===== config.mk =====
export PLATFORM = sky130hd
export DESIGN_NAME = hrs_ctrl
export DESIGN_NICKNAME = d
export VERILOG_FILES = /design/src/hw/rtl/hrs_pkg.sv /design/src/hw/rtl/hrs_ctrl.sv
export SDC_FILE = /design/constraint.sdc
export NUM_CORES = 1
export LEC_CHECK = 0
export BUFFER_PORTS_ARGS = -buffer_cell sky130_fd_sc_hd__buf_2
export CORE_UTILIZATION = 44
export DETAILED_ROUTE_END_ITERATION = 8
export PLACE_DENSITY = 0.72
export SYNTH_ARGS = -nofsm -noshare
export SYNTH_HDL_FRONTEND = slang
export SYNTH_SLANG_ARGS = --single-unit

===== constraint.sdc =====
create_clock -name clk -period 1.45 [get_ports clk]
set_input_delay 0.435 -clock clk [delete_from_list [all_inputs] [get_ports clk]]
set_output_delay 0.435 -clock clk [all_outputs]
set_load 0.02 [all_outputs]

===== src/hw/rtl/hrs_pkg.sv =====
// ----------------------------------------------------------------------------
// hrs_pkg
// Shared types and constants for the hashed request sampler.
// ----------------------------------------------------------------------------
package hrs_pkg;

  localparam int TableEntries = 64;
  localparam int IdxW = $clog2(TableEntries);
  localparam int CntW = $clog2(TableEntries + 1);

  localparam logic [63:0] MixAdd  = 64'h9e3779b97f4a7c15;
  localparam logic [63:0] MixMul1 = 64'hbf58476d1ce4e5b9;
  localparam logic [63:0] MixMul2 = 64'h94d049bb133111eb;

  localparam logic [1:0] RegWarmup    = 2'd0;
  localparam logic [1:0] RegSeed      = 2'd1;
  localparam logic [1:0] RegThreshold = 2'd2;

  // hash op select
  typedef enum logic [2:0] {
    HOP_INIT = 3'd0,
    HOP_MUL1 = 3'd1,
    HOP_MUL2 = 3'd2,
    HOP_NONE = 3'd3
  } hop_t;

  typedef struct packed {
    logic load;       // latch request, clear search
    logic rd_en;      // read table at search index
    logic cmp;        // compare read data with key, set found
    logic store;      // write key at entries_used
    logic mul_step;   // one partial product step
    hop_t hop;
    logic finish;     // produce result
  } hrs_cmd_t;

  typedef struct packed {
    logic scan_done;  // index reached entries_used
    logic found;
    logic mul_done;
  } hrs_stat_t;

endpackage


===== src/hw/rtl/hrs_ctrl.sv =====
// ----------------------------------------------------------------------------
// hrs_ctrl
// Sequencer: table scan, optional store, two multi-step multiplies, result.
// ----------------------------------------------------------------------------
module hrs_ctrl import hrs_pkg::*; (
  input  logic      clk,
  input  logic      rst,
  input  logic      start,
  output logic      busy,
  input  hrs_stat_t stat,
  output hrs_cmd_t  cmd,
  output logic      done
);
  typedef enum logic [8:0] {
    S_IDLE  = 9'b000000001,
    S_SCAN  = 9'b000000010,
    S_CMP   = 9'b000000100,
    S_STORE = 9'b000001000,
    S_LD1   = 9'b000010000,
    S_M1    = 9'b000100000,
    S_LD2   = 9'b001000000,
    S_M2    = 9'b010000000,
    S_FIN   = 9'b100000000
  } state_t;

  state_t state, state_next;

  assign busy = (state != S_IDLE);

  always_comb begin
    state_next = state;
    cmd        = '0;
    cmd.hop    = HOP_NONE;
    case (state)
      S_IDLE: begin
        if (start) begin
          cmd.load   = 1'b1;
          state_next = S_SCAN;
        end
      end
      S_SCAN: begin
        if (stat.found || stat.scan_done) begin
          state_next = S_STORE;
        end else begin
          cmd.rd_en  = 1'b1;
          state_next = S_CMP;
        end
      end
      S_CMP: begin
        cmd.cmp    = 1'b1;
        state_next = S_SCAN;
      end
      S_STORE: begin
        cmd.store  = 1'b1;
        state_next = S_LD1;
      end
      S_LD1: begin
        cmd.hop    = HOP_MUL1;
        state_next = S_M1;
      end
      S_M1: begin
        cmd.mul_step = 1'b1;
        if (stat.mul_done) state_next = S_LD2;
      end
      S_LD2: begin
        cmd.hop    = HOP_MUL2;
        state_next = S_M2;
      end
      S_M2: begin
        cmd.mul_step = 1'b1;
        if (stat.mul_done) state_next = S_FIN;
      end
      S_FIN: begin
        cmd.finish = 1'b1;
        state_next = S_IDLE;
      end
      default: state_next = S_IDLE;
    endcase
  end

  always_ff @(posedge clk) begin
    if (rst) begin
      state <= S_IDLE;
      done  <= 1'b0;
    end else begin
      state <= state_next;
      done  <= (state == S_FIN);
    end
  end
endmodule


==> run metrics, run 1 <==
Initial Utilization 0.471; Mapped Area 606 um2; Worst Endpoint after GRT Repair cmd[4]; largest net degree at the start of global routing 7; simple-gate share of the synthesized area 0.473; hold-fix buffer count after cts 0; largest cells by area after synthesis dfxtp_1 (33%), nand2_1 (5.6%), nor2_1 (4.3%); detailed placement HPWL ~1300 um; synth warn 0; Fail Step 5_1_grt; adder-cell share of the synthesized area 0; Main synth FF type dfxtp_1; die width 39.1 um; initial antenna violation count 0; GP Congestion 0.858; num rows 13; clock tree root buffer cell clkbuf_4; number of enable flip-flop cells after synthesis 0; WEP type output port; Yosys top cell by area dfxtp_1; status stopped before the end; Synth top area share 0.331; Synth Register Bits 10; number of port buffers 15; sequential share of the synthesized area 0.331; largest family of logic cells by synthesized area simple AND/OR/NAND/NOR gates; Compound-Gate Fraction of Synth Area 0.0868; TritonCTS buffer count 3; Syn Nets 75; Die Ht 39.1 um; tool error [ERROR DPL-0033] detailed placement checks failed during check placement.; Post-Place Worst Slack -0.182 ns; post-synthesis mux area share 0; Synth Instances between 60 and 70; post-synthesis xor/xnor area fraction 0.0579; Sink Count 10; asr flop ratio synth 0; CTS max path bufs 2; htree depth 1; Synth Area per Inst 8.78 um2; synth unique cells 34; Top Ports 17
[cells by family after synthesis]
family,Yosys count
xor+xnor,4
compound gates,7
flops,10
simple gates,42
buf+inv,5
other cells,1
[synth_stat cells, types with 2 or more instances]
master    number
nor4b_1        3
xor2_1         2
nor3_1         5
nor2b_1        2
xnor2_1        2
inv_1          2
nand2_1        9
a211oi_1       2
buf_4          2
nor2_1         7
dfxtp_1       10
[through the flow]
step | hold slack, ns | instance area, um2 | std cells | TNS, ns
2_1_floorplan | 0.507 | 693 | 69 | -0.610
3_5_place_dp | 0.593 | 945 | 121 | -1.71
4_1_cts | 0.374 | 1180 | 132 | -3.79
3_3_place_gp | 0.592 | 945 | 121 | -1.41
[repair_timing]
item                                    4_1_cts
resized for setup                            43
pin swaps                                     9
cloned                                        0
buffers inserted                              8
endpoints found under the setup margin       17
==> run 2: changes to the inputs <==
--- a/config.mk
+++ b/config.mk
@@ -6,9 +6,10 @@
 export NUM_CORES = 1
 export LEC_CHECK = 0
 export BUFFER_PORTS_ARGS = -buffer_cell sky130_fd_sc_hd__buf_2
-export CORE_UTILIZATION = 44
+export CORE_AREA = 2 2 63 65
 export DETAILED_ROUTE_END_ITERATION = 8
-export PLACE_DENSITY = 0.72
+export DIE_AREA = 0 0 65 67
+export PLACE_DENSITY_LB_ADDON = 0.15
 export SYNTH_ARGS = -nofsm -noshare
 export SYNTH_HDL_FRONTEND = slang
 export SYNTH_SLANG_ARGS = --single-unit
==> constraint.sdc (replaced) <==
create_clock -name clk -period 1.9 [get_ports clk]
set_input_delay 0.57 -clock clk [delete_from_list [all_inputs] [get_ports clk]]
set_output_delay 0.57 -clock clk [all_outputs]
set_load 0.02 [all_outputs]
==> run 2 against run 1 <==
Against the previous run:
- the flow now finishes, with violations (negative setup slack)
- synthesized cell count is the same
- synthesized area unchanged
==> run metrics, run 2 <==
status finished, violations left (was stopped before the end); failing checks negative setup slack; vias in the first global route between 500 and 600; TritonCTS buffer count 3 (unchanged); worst hold path class in -> reg; synth unique cells 34 (unchanged); Rel. slew slack 0.653; Sink Count 10 (unchanged); Synth top area share 0.331 (unchanged); Post-Layout Cell Count roughly 140; wire per inst 11.4 um; Total Power 717 uW; Yosys top cell by area dfxtp_1 (unchanged); minimum clock period 2.02 ns; max reg flops 9; die width 65 um (was 39.1 um); first drt pass iteration count 3; Final period util 1.06; most common cell after layout, fill and taps aside buf_4; clock latency on the worst-skew pair 0.24 ns; most frequent cell after synthesis dfxtp_1 (unchanged); Vias/cell ~4.0; asr flop ratio synth 0 (unchanged); type of the worst setup path reg -> out; Top Ports 17 (unchanged); GP Congestion 0.771 (was 0.858); largest reg by FF count state; power per standard cell area 748 nW/um2; Final setup viols 7; Max-Cap Viols 0; clock tree root buffer cell clkbuf_8 (was clkbuf_4); initial drt markers 2; Placed Cells 139 (was 121); final hold vios 0; Clock Skew about 0.0020 ns; via count slightly below 600; Final Cell Area between 900 and 1000 um2; crit path max fanout 5; ratio of cells with drive above 1 in the final layout 0.537; post-synthesis to final-layout area growth 58.3%; Main synth FF type dfxtp_1 (unchanged); Least-Margin Pin Slew 0.513 ns; Sequential Power Share 0.337; CP Capture Type primary output; detailed placement HPWL 1300 um (was 1250 um); overflow left after global routing 0; Mapped Area 606 um2 (unchanged); RSZ-0062 raised after global routing true; hold-fix buffer count after cts 0 (unchanged); Req. time, crit path 1.33 ns; combinational share of power 0.274; Remaining DRCs 0; number of enable flip-flop cells after synthesis 0 (unchanged); synth warn 0 (unchanged); Detail Route Antenna Nets 0; Die Ht 67 um (was 39.1 um); M2 GR Usage 0.125; routed wire length between 1500 and 2000 um; core area 3610 um2; largest net degree at the start of global routing 7; clock share of power 0.389; Int Pwr 503 uW; Synth Instances 69 (unchanged); GR met1 Demand/Resource 0.105; sequential share of the synthesized area 0.331 (unchanged); number of port buffers 15 (unchanged); Synth Register Bits 10 (unchanged); min setup slack post-route -0.121 ns; Layout Nets 102; initial antenna violation count 0; num rows 22 (was 13); Area after DPL 808 um2 (was 945 um2); met3 usage 0.0236; htree depth 1 (unchanged); CTS tree done; Initial Utilization 0.168 (was 0.471); NetSw 213 uW; Die Area 4360 um2; switching share of power 0.298; largest cells by area after synthesis dfxtp_1 (33%), nand2_1 (5.6%), nor2_1 (4.3%) (unchanged); biggest regs state: 9 flops, done: 1 flops; first-pass GRT wire length 2700 um; CTS max path bufs 2 (unchanged); Final Slew Violations 0; Worst EP arrival 1.45 ns; FMAX 0.495 GHz; Post-synth top cells dfxtp_1 (10), nand2_1 (9), nor2_1 (7), nor3_1 (5), nor4b_1 (3) (unchanged); Static Leak 0.000409 uW; Syn Nets 75 (unchanged); most frequent cells in the layout buf_4 (12), buf_2 (7), nor2_1 (6), dfxtp_1 (6), buf_6 (6); Antenna diodes 0; post-CTS setup buffer count 0 (was 8); global-route usage over all layers 0.0851; Synth Area per Inst 8.78 um2 (unchanged); GR peak layer met2; Startpoint Class register; Worst-path clk slew 0.05 ns; VDD IR max 0.203 mV
## run 2: cell counts after synthesis
Identical to the previous run, type by type.
## run 2: worst paths after layout
| path | start | end | slack (ns) | cells after the start |
|---|---|---|---|---|
| worst min-delay path | stat[1] | state[2] | 0.53 | 2 |
| worst max register to register | state[2] | state[7] | 0.33 | 5 |
| worst min register to register | state[2] | state[8] | 0.60 | 3 |
| worst max-delay path | state[2] | cmd[1] | -0.12 | 4 |
## run 2: metrics by stage
| stage | setup TNS [ns] | setup WS, ns | utilization | hold WS [ns] |
|---|---|---|---|---|
| after global placement | 0 | 0.0312 | 0.224 | 0.634 |
| final | -0.609 | -0.121 | 0.266 | 0.526 |
| after CTS | -0.668 | -0.138 | 0.257 | 0.523 |
| after detailed placement | 0 | 0.0502 | 0.224 | 0.604 |
| after global routing | -1.32 | -0.219 | 0.266 | 0.521 |
| after floorplan | 0 | 0.0566 | - | 0.554 |
## run 2: critical path: stages, from the launching register on
cell and delay [ns]:
dfxtp_4 0.36, nor4_4 0.39, nor2b_4 0.24, nand2_2 0.07, buf_6 0.15
## run 2: cell type report
class                      instances  area (um2)
fill                             398        2650
tap                               48        60.1
multi-input combinational         54         435
clock buffer                       4        55.1
inverter                           2        7.51
timing repair buffer              25         193
sequential                        10         208
## run 2: cells by family (layout without fill, tap and decap cells)
| family | count (synthesis) | count (layout) | synth area share |
|---|---|---|---|
| AOI/OAI and AO/OA | 7 | 7 | 0.0868 |
| xor gates and xnor gates | 4 | 4 | 0.0579 |
| buffers and inverters | 5 | 31 | 0.0454 |
| DFF | 10 | 10 | 0.331 |
| other | 1 | 1 | 0.00619 |
| and+or+nand+nor | 42 | 42 | 0.473 |
## run 2: routing by layer
layer  vias up  wire, um
met1       258       817
met4         0        39
li1        303         -
met3         4        85
met5         -         0
met2        14       689
## run 2: power groups by stage
stage	logic, uW	registers [uW]	clock network [uW]
2_1_floorplan	110	240	0
3_3_place_gp	168	242	0
3_5_place_dp	165	243	0
4_1_cts	191	241	286
5_1_grt	215	243	299
6_report	196	241	279
## run 2: repair_timing
| action | 4_1_cts | 5_1_grt |
|---|---|---|
| pin swaps | 7 | 5 |
| gates cloned | 0 | 0 |
| endpoints found under the setup margin | 9 | 9 |
| gates resized for setup | 20 | 10 |
Power figures use the tool's default switching activity.
